File: config.mk
export PLATFORM = sky130hd
export DESIGN_NAME = bandit_value_table_update_core
export DESIGN_NICKNAME = d
export VERILOG_FILES = /design/src/hdl/bvtu_pkg.sv /design/src/hdl/bandit_value_table_update_core.sv /design/src/hdl/bvtu_serial_mul.sv /design/src/hdl/bvtu_table.sv
export SDC_FILE = /design/constraint.sdc
export NUM_CORES = 2
export LEC_CHECK = 0
export ABC_CLOCK_PERIOD_IN_PS = 32299
export BUFFER_PORTS_ARGS = -buffer_cell sky130_fd_sc_hd__buf_2
export CORE_MARGIN = 5
export CORE_UTILIZATION = 48
export CTS_BUF_LIST = sky130_fd_sc_hd__clkbuf_8
export CTS_CLUSTER_DIAMETER = 150
export DETAILED_ROUTE_END_ITERATION = 10
export GPL_TIMING_DRIVEN = 0
export PLACE_DENSITY = 0.66
export SETUP_SLACK_MARGIN = 0.15
export SLEW_MARGIN = 30
export SYNTH_ARGS = -nofsm -noshare
export SYNTH_HDL_FRONTEND = slang
export SYNTH_SLANG_ARGS = --single-unit
File: constraint.sdc
create_clock -name clk -period 32.3 [get_ports clk]
set_clock_uncertainty 0.05 [all_clocks]
set_input_delay 1.615 -clock clk [delete_from_list [all_inputs] [get_ports clk]]
set_output_delay 1.615 -clock clk [all_outputs]
set_load 0.01 [all_outputs]
File: src/hdl/bvtu_pkg.sv
package bvtu_pkg;

  localparam int NUM_ARMS   = 16;
  localparam int ARM_W      = 4;
  localparam int IDX_W      = $clog2(NUM_ARMS);
  localparam int DATA_W     = 32;
  localparam int CODE_SHIFT = 26;
  localparam int CODE_W     = DATA_W - CODE_SHIFT;
  localparam int MUL_STEPS  = DATA_W;
  localparam int STEP_W     = $clog2(MUL_STEPS);
  localparam int CFG_IDX_W  = 2;

  localparam logic [ARM_W:0]  ARM_LIMIT = (ARM_W + 1)'(NUM_ARMS);
  localparam logic [STEP_W-1:0] LAST_STEP = STEP_W'(MUL_STEPS - 1);

  typedef enum logic [CFG_IDX_W-1:0] {
    CFG_BASE_RATE   = 2'd0,
    CFG_PRIOR_VALUE = 2'd1,
    CFG_RATE_DECAY  = 2'd2
  } cfg_idx_t;

  typedef enum logic [1:0] {
    ST_IDLE,
    ST_READ,
    ST_MUL,
    ST_DONE
  } state_t;

  typedef struct packed {
    logic start;
    logic step;
  } mul_ctl_t;

  typedef struct packed {
    logic              en;
    logic              load_all;
    logic [IDX_W-1:0]  idx;
    logic [DATA_W-1:0] value;
    logic [DATA_W-1:0] rate;
  } tbl_wr_t;

endpackage

File: src/hdl/bandit_value_table_update_core.sv
// Channel  Ports                                        Direction
// in       in_valid in_stall in_func in_arm in_reward   word in
// out      out_valid out_stall out_arm_echo out_new_value
//          out_synapse_code out_new_rate                word out
// cfg      cfg_we cfg_index cfg_wdata                   write only
// An update word passes from acceptance through ST_READ, which reads the arm,
// ST_MUL, which runs the two bit-serial multipliers, and ST_DONE, which loads the output register.
// A table load word or an arm out of range skips ST_MUL.
// Reset is synchronous; it empties the table to zero defaults and clears the control and config registers.
// A result waiting under out_stall does not block acceptance of the next word.
module bandit_value_table_update_core
  import bvtu_pkg::*;
(
  input  logic                 clk,
  input  logic                 rst_n,
  input  logic                 in_valid,
  output logic                 in_stall,
  input  logic                 in_func,
  input  logic [ARM_W-1:0]     in_arm,
  input  logic                 in_reward,
  output logic                 out_valid,
  input  logic                 out_stall,
  output logic [ARM_W-1:0]     out_arm_echo,
  output logic [DATA_W-1:0]    out_new_value,
  output logic [CODE_W-1:0]    out_synapse_code,
  output logic [DATA_W-1:0]    out_new_rate,
  input  logic                 cfg_we,
  input  logic [CFG_IDX_W-1:0] cfg_index,
  input  logic [DATA_W-1:0]    cfg_wdata
);

  state_t state_r, state_nxt;
  logic [STEP_W-1:0] cnt_r, cnt_nxt;
  logic [DATA_W-1:0] base_rate_r, prior_value_r, rate_decay_r;
  logic [ARM_W-1:0]  arm_r;
  logic              reward_r, load_r, oor_r;
  logic [DATA_W-1:0] val_r, rate_r;
  logic              out_valid_r;
  logic [ARM_W-1:0]  out_arm_r;
  logic [DATA_W-1:0] out_value_r, out_rate_r;

  logic              accept, commit, out_free, in_range;
  logic [DATA_W-1:0] rd_value, rd_rate, prod_value, prod_rate;
  logic [DATA_W-1:0] upd_value, upd_rate, res_value, res_rate;
  logic [ARM_W-1:0]  res_arm;
  mul_ctl_t          mul_ctl;
  tbl_wr_t           tbl_wr;

  assign accept   = in_valid && !in_stall;
  assign out_free = !out_valid_r || !out_stall;
  assign in_range = {1'b0, in_arm} < ARM_LIMIT;

  always_ff @(posedge clk) begin
    if (!rst_n) begin
      base_rate_r   <= '0;
      prior_value_r <= '0;
      rate_decay_r  <= '0;
    end else if (cfg_we) begin
      unique case (cfg_idx_t'(cfg_index))
        CFG_BASE_RATE:   base_rate_r   <= cfg_wdata;
        CFG_PRIOR_VALUE: prior_value_r <= cfg_wdata;
        CFG_RATE_DECAY:  rate_decay_r  <= cfg_wdata;
        default: ;
      endcase
    end
  end

  bvtu_table u_table (
    .clk      (clk),
    .rst_n    (rst_n),
    .rd_idx   (IDX_W'(in_arm)),
    .rd_value (rd_value),
    .rd_rate  (rd_rate),
    .wr       (tbl_wr)
  );

  // The value multiplier is the low 32 bits of 2^32 - rate; a zero rate is patched below.
  bvtu_serial_mul u_mul_value (
    .clk  (clk),
    .ctl  (mul_ctl),
    .a    (rd_value),
    .b    ('0 - rd_rate),
    .p_hi (prod_value)
  );

  bvtu_serial_mul u_mul_rate (
    .clk  (clk),
    .ctl  (mul_ctl),
    .a    (rd_rate),
    .b    (rate_decay_r),
    .p_hi (prod_rate)
  );

  always_comb begin
    state_nxt = state_r;
    cnt_nxt   = cnt_r;
    unique case (state_r)
      ST_IDLE: begin
        cnt_nxt = '0;
        if (accept) begin
          state_nxt = ST_READ;
        end
      end
      ST_READ: begin
        state_nxt = (load_r || oor_r) ? ST_DONE : ST_MUL;
      end
      ST_MUL: begin
        cnt_nxt = cnt_r + STEP_W'(1);
        if (cnt_r == LAST_STEP) begin
          state_nxt = ST_DONE;
        end
      end
      ST_DONE: begin
        if (out_free) begin
          state_nxt = ST_IDLE;
        end
      end
      default: state_nxt = ST_IDLE;
    endcase
  end

  always_comb begin
    in_stall      = 1'b1;
    mul_ctl.start = 1'b0;
    mul_ctl.step  = 1'b0;
    commit        = 1'b0;
    unique case (state_r)
      ST_IDLE: in_stall = 1'b0;
      ST_READ: mul_ctl.start = 1'b1;
      ST_MUL:  mul_ctl.step = 1'b1;
      ST_DONE: commit = out_free;
      default: ;
    endcase
  end

  always_comb begin
    upd_value = (rate_r == '0) ? val_r : prod_value;
    if (reward_r) begin
      upd_value = upd_value + rate_r;
    end
    upd_rate = (rate_decay_r != '0) ? prod_rate : rate_r;
    priority if (load_r) begin
      res_arm   = '0;
      res_value = prior_value_r;
      res_rate  = base_rate_r;
    end else if (oor_r) begin
      res_arm   = arm_r;
      res_value = '0;
      res_rate  = '0;
    end else begin
      res_arm   = arm_r;
      res_value = upd_value;
      res_rate  = upd_rate;
    end
    tbl_wr.en       = commit && !load_r && !oor_r;
    tbl_wr.load_all = commit && load_r;
    tbl_wr.idx      = IDX_W'(arm_r);
    tbl_wr.value    = res_value;
    tbl_wr.rate     = res_rate;
  end

  always_ff @(posedge clk) begin
    if (!rst_n) begin
      state_r     <= ST_IDLE;
      cnt_r       <= '0;
      out_valid_r <= 1'b0;
    end else begin
      state_r <= state_nxt;
      cnt_r   <= cnt_nxt;
      if (commit) begin
        out_valid_r <= 1'b1;
      end else if (!out_stall) begin
        out_valid_r <= 1'b0;
      end
    end
  end

  always_ff @(posedge clk) begin
    if (accept) begin
      arm_r    <= in_arm;
      reward_r <= in_reward;
      load_r   <= in_func;
      oor_r    <= !in_func && !in_range;
    end
    if (mul_ctl.start) begin
      val_r  <= rd_value;
      rate_r <= rd_rate;
    end
    if (commit) begin
      out_arm_r   <= res_arm;
      out_value_r <= res_value;
      out_rate_r  <= res_rate;
    end
  end

  assign out_valid        = out_valid_r;
  assign out_arm_echo     = out_arm_r;
  assign out_new_value    = out_value_r;
  assign out_synapse_code = out_value_r[DATA_W-1:CODE_SHIFT];
  assign out_new_rate     = out_rate_r;

`ifndef SYNTH
  a_update_enters_mul: assert property (@(posedge clk) disable iff (!rst_n)
    (accept && !in_func && in_range) |=> (state_r == ST_READ) ##1 (state_r == ST_MUL))
    else $error("accepted update did not start the multipliers");

  a_mul_runs_full: assert property (@(posedge clk) disable iff (!rst_n)
    (state_r == ST_MUL && cnt_r != LAST_STEP) |=> (state_r == ST_MUL))
    else $error("multiply sequence ended early");

  a_done_holds: assert property (@(posedge clk) disable iff (!rst_n)
    (state_r == ST_DONE && out_valid && out_stall) |=> (state_r == ST_DONE))
    else $error("result dropped while output register was full");

  a_code_matches: assert property (@(posedge clk) disable iff (!rst_n)
    out_valid |-> (out_synapse_code == out_new_value[DATA_W-1:CODE_SHIFT]))
    else $error("synapse code does not match new value");
`endif

endmodule

File: src/hdl/bvtu_serial_mul.sv
module bvtu_serial_mul
  import bvtu_pkg::*;
(
  input  logic              clk,
  input  mul_ctl_t          ctl,
  input  logic [DATA_W-1:0] a,
  input  logic [DATA_W-1:0] b,
  output logic [DATA_W-1:0] p_hi
);

  logic [DATA_W-1:0] a_r;
  logic [DATA_W-1:0] b_r;
  logic [DATA_W-1:0] acc_r;
  logic [DATA_W:0]   sum;

  // One multiplier bit per cycle while ctl.step is high, least significant first; the low half falls off.
  assign sum  = {1'b0, acc_r} + (b_r[0] ? {1'b0, a_r} : {(DATA_W + 1){1'b0}});
  assign p_hi = acc_r;

  always_ff @(posedge clk) begin
    if (ctl.start) begin
      a_r   <= a;
      b_r   <= b;
      acc_r <= '0;
    end else if (ctl.step) begin
      acc_r <= sum[DATA_W:1];
      b_r   <= {1'b0, b_r[DATA_W-1:1]};
    end
  end

endmodule

File: src/hdl/bvtu_table.sv
module bvtu_table
  import bvtu_pkg::*;
(
  input  logic              clk,
  input  logic              rst_n,
  input  logic [IDX_W-1:0]  rd_idx,
  output logic [DATA_W-1:0] rd_value,
  output logic [DATA_W-1:0] rd_rate,
  input  tbl_wr_t           wr
);

  logic [DATA_W-1:0] value_mem_r [NUM_ARMS];
  logic [DATA_W-1:0] rate_mem_r  [NUM_ARMS];
  logic [NUM_ARMS-1:0] loaded_r;
  logic [DATA_W-1:0] snap_value_r;
  logic [DATA_W-1:0] snap_rate_r;
  logic [DATA_W-1:0] value_q_r;
  logic [DATA_W-1:0] rate_q_r;
  logic              loaded_q_r;

  // An arm not written since the last table load reads as the loaded defaults.
  assign rd_value = loaded_q_r ? value_q_r : snap_value_r;
  assign rd_rate  = loaded_q_r ? rate_q_r  : snap_rate_r;

  always_ff @(posedge clk) begin
    if (!rst_n) begin
      loaded_r     <= '0;
      snap_value_r <= '0;
      snap_rate_r  <= '0;
    end else if (wr.load_all) begin
      loaded_r     <= '0;
      snap_value_r <= wr.value;
      snap_rate_r  <= wr.rate;
    end else if (wr.en) begin
      loaded_r[wr.idx] <= 1'b1;
    end
  end

  always_ff @(posedge clk) begin
    if (wr.en) begin
      value_mem_r[wr.idx] <= wr.value;
      rate_mem_r[wr.idx]  <= wr.rate;
    end
    value_q_r  <= value_mem_r[rd_idx];
    rate_q_r   <= rate_mem_r[rd_idx];
    loaded_q_r <= loaded_r[rd_idx];
  end

endmodule
==> summary.md <==
| Metric | Value |
|---|---|
| Status | complete, no violations |
| Number of post-CTS setup repair buffers | 0 |
| Number of maximum-capacitance constraint violations | 0 |
| Setup slack after placement | 26.14 ns |
| Maximum level of the CTS H-tree | 4 |
| HPWL Detailed | 132 mm |
| Start point of the critical path | u_mul_rate.a_r[20] |
| Post-synth cell types | a little over 90 |
| Post-layout min period | ~6.3 ns |
| Total chip power | roughly 5.4 mW |
| Post-synthesis cell count | 4029 |
| Routed WL | 181 mm |
| Worst hold path startpoint | u_table.loaded_r[14] |
| Gpl congestion | 0.984 |
| Placed Area | 69400 µm² |
| Number of buffers inserted for hold repair after clock tree synthesis | 0 |
| Power per cell area | 73.0 nW/µm² |
| Root buffer cell | sky130_fd_sc_hd__clkbuf_8 |
| Setup ws final | 26.02 ns |
| Largest fanout of any net on the critical path | 17 |
| Most frequent standard cell in the layout excluding fill and tap cells | sky130_fd_sc_hd__edfxtp_1 |
| Leakage power figure | 25.9 nW |
| DR pass1 iterations | 5 |
| Critical path class | reg -> reg |
| Number of standard-cell rows in the floorplan | 133 |
| Clk buf depth | 3 |
| Total nets after synthesis | 4180 |
| Most frequent cells in the layout | sky130_fd_sc_hd__edfxtp_1 (1226), sky130_fd_sc_hd__nand2_1 (457), sky130_fd_sc_hd__mux4_2 (325) |
| Number of buffers added by the clock tree synthesis step | 234 |
| Regs by FF count | u_table.rate_mem_r x512, u_table.value_mem_r x512 |
| Full die area | around 140000 µm² |
| Synthesized area divided by synthesized cell count | roughly 16 µm² |
| Asr flop ratio synth | 0 |
| Chip Width | 375 µm |
| Worst voltage drop across the vdd grid | approximately 0.047 mV |
| Post-layout nets | ~4700 |
| R2R depth | 17 |
| Number of primary I/O pins | around 120 |
| Area share of the leading cell type in the synthesized netlist | 0.576 |
| GR Util All Layers | 0.255 |
| Top_reg_cell synth | sky130_fd_sc_hd__edfxtp_1 |
| Routed vias | slightly below 40000 |
| Final hold slack | approximately 0.41 ns |
| Setup crit start kind | flop |
| Latest clock arrival within the worst-skew pair | a little under 1 ns |
| Number of synthesized flops with an enable pin | 1226 |
| Setup-failing EPs final | 0 |
| Final max-slew violation count | 0 |
| Remaining global-route overflow | 0 |
| Count of buffers inserted at the top-level ports | 120 |
| Capturing element type of the critical path | flop |
| Clock input transition at the sequential cells of the worst setup and hold paths | 0.06 ns |
| Proportion of synthesized chip area in sequential cells | 0.674 |
| Area Overhead vs Synth | 16.2% |
| Overall die height | 375 µm |
| Highest Clock Rate | 159 MHz |
| Filler cell count in the final layout | between 10000 and 15000 |
| Worst hold path type | reg -> reg |
| Number of hold violations in the final report | 0 |
| Routed wirelength normalized by instance count | 27.7 µm |
| TritonCTS clock tree | built |
| Slew headroom | 0.285 |
| Required time at the endpoint of the critical path | 32.88 ns |
| Fraction of layout cells with a size suffix above 1 | 0.256 |
| Arrival @ worst endpoint | 6.86 ns |
| Unrepaired setup endpoints after global routing | no |
| Area inside the core boundary | about 130000 µm² |
| First-pass GRT wire length | 263 mm |
| Capture point of the worst path | u_table.value_mem_r[9][30] |
| Largest net degree at the start of global routing | 35 |
| Antenna violations before repair | 18 |
| Final cell area excluding filler cells | roughly 74000 µm² |
| Critical R2R Launch | u_mul_rate.a_r[20] |
| Initial standard-cell utilization of the core | 0.484 |
| Setup slack on the worst flop-to-flop path | 26.02 ns |
| Post-route insts no fill | 6530 |
| Number of vias per cell after detailed routing | just under 6 |
| Count of cells resized by post-cts repair | 0 |
| Post-synthesis instance area | 63900 µm² |
| Vias in the first global route | 37900 |
| Cells taking the most area after synthesis | sky130_fd_sc_hd__edfxtp_1 (58%), sky130_fd_sc_hd__mux4_2 (11%), sky130_fd_sc_hd__dfxtp_1 (9.8%) |
| End-of-flow core utilization | 0.563 |
| Yosys Warn Count | 0 |
| Final TNS setup | 0 ns |
| Fraction of the cycle the final worst path needs | 0.194 |
| Iteration-0 DRC Markers | 4265 |
| Seq cells post-synth | 1539 |
| Reg-to-Reg End | u_table.value_mem_r[9][30] |
| Routed Antenna Nets | 0 |
| Most area-hungry cell type in the Yosys netlist | sky130_fd_sc_hd__edfxtp_1 |
| Number of cells after detailed placement | 6073 |
| Worst slew pin tran | 1.07 ns |
| Clock sink count | 1539 |
| DR DRC count | 0 |
## cell families after synthesis
kind of cell             count (synthesis)  share of synthesized area
AO/OA/AOI/OAI                          626                     0.0644
buffers and inverters                  255                     0.0163
multiplexers                           511                      0.146
adder cells (fa/ha/maj)                106                     0.0211
flip-flops                            1539                      0.674
XOR/XNOR                                91                     0.0125
AND/OR/NAND/NOR                        901                     0.0654
## power by group
part,internal (mW),leakage [nW],switching (mW)
clock,0.846,2.81,0.774
sequential,2.45,13.9,0.119
combinational,0.424,9.27,0.805
## routing by layer
| metal | share of wire | track usage |
|---|---|---|
| met4 | 0.030 | 0.0781 |
| met1 | 0.44 | 0.382 |
| met2 | 0.44 | 0.377 |
| met3 | 0.091 | 0.0570 |
| met5 | 0.00022 | 0 |
## area by class of cell
cell class                 instances  area, µm²  share of cell area
clock inverter                   185       1150              0.0155
inverter                          44        165             0.00222
tap                             1755       2200              0.0296
timing repair buffer             291       2920              0.0393
buffer                           211        930              0.0125
multi-input combinational       2235      20200               0.272
clock buffer                     263       3620              0.0487
sequential                      1539      43100               0.580
antenna                            7       17.5            0.000236
## synth_stat cells, types with 10 or more instances
master                        n
sky130_fd_sc_hd__a211oi_1    16
sky130_fd_sc_hd__a21boi_0   165
sky130_fd_sc_hd__a21o_1      40
sky130_fd_sc_hd__a21oi_1    126
sky130_fd_sc_hd__a31oi_1     16
sky130_fd_sc_hd__and2_1      71
sky130_fd_sc_hd__and3_1      13
sky130_fd_sc_hd__buf_1       36
sky130_fd_sc_hd__clkbuf_1   159
sky130_fd_sc_hd__dfxtp_1    313
sky130_fd_sc_hd__edfxtp_1  1226
sky130_fd_sc_hd__ha_1       103
sky130_fd_sc_hd__inv_1       39
sky130_fd_sc_hd__mux2_2     110
sky130_fd_sc_hd__mux2i_1     69
sky130_fd_sc_hd__mux4_2     325
sky130_fd_sc_hd__nand2_1    457
sky130_fd_sc_hd__nand2b_1    13
sky130_fd_sc_hd__nand3_1     27
sky130_fd_sc_hd__nand3b_1    10
sky130_fd_sc_hd__nand4_1     14
sky130_fd_sc_hd__nor2_1     151
sky130_fd_sc_hd__nor2b_1     25
sky130_fd_sc_hd__nor3_1      42
sky130_fd_sc_hd__nor3b_1     11
sky130_fd_sc_hd__nor4_1      22
sky130_fd_sc_hd__o211ai_1    12
sky130_fd_sc_hd__o21a_1      45
sky130_fd_sc_hd__o21ai_0    114
sky130_fd_sc_hd__o21ai_1     13
sky130_fd_sc_hd__o22ai_1     12
sky130_fd_sc_hd__xnor2_1     59
sky130_fd_sc_hd__xor2_1      32
## critical path: stages (launching register included)
cell and delay [ns]:
sky130_fd_sc_hd__edfxtp_1 0.57, sky130_fd_sc_hd__nor4_1 0.33, sky130_fd_sc_hd__nand4_1 0.20, sky130_fd_sc_hd__nor2_1 0.57, sky130_fd_sc_hd__clkbuf_1 0.62, sky130_fd_sc_hd__mux2_2 0.44, sky130_fd_sc_hd__ha_1 0.22, sky130_fd_sc_hd__inv_1 0.08
sky130_fd_sc_hd__fa_1 0.22, sky130_fd_sc_hd__nor2b_1 0.08, sky130_fd_sc_hd__o31ai_1 0.54, sky130_fd_sc_hd__a21o_1 0.22, sky130_fd_sc_hd__o21ai_1 0.18, sky130_fd_sc_hd__a211o_1 0.39, sky130_fd_sc_hd__a211oi_1 0.29, sky130_fd_sc_hd__o21bai_1 0.13
sky130_fd_sc_hd__mux2i_1 0.14, sky130_fd_sc_hd__nor2_2 0.64
## worst min-delay path by stage
stage | endpoint | slack, ns | cells past startpoint
global placement | u_table.loaded_r[1] | 0.39 | 1
global route | u_table.loaded_r[11] | 0.43 | 1
floorplan | u_table.loaded_r[10] | 0.39 | 1
detailed placement | u_table.loaded_r[14] | 0.40 | 1
finish | u_table.loaded_r[14] | 0.41 | 1
CTS | u_table.snap_value_r[16] | 0.42 | 2
(Power assumes the default switching activity.)
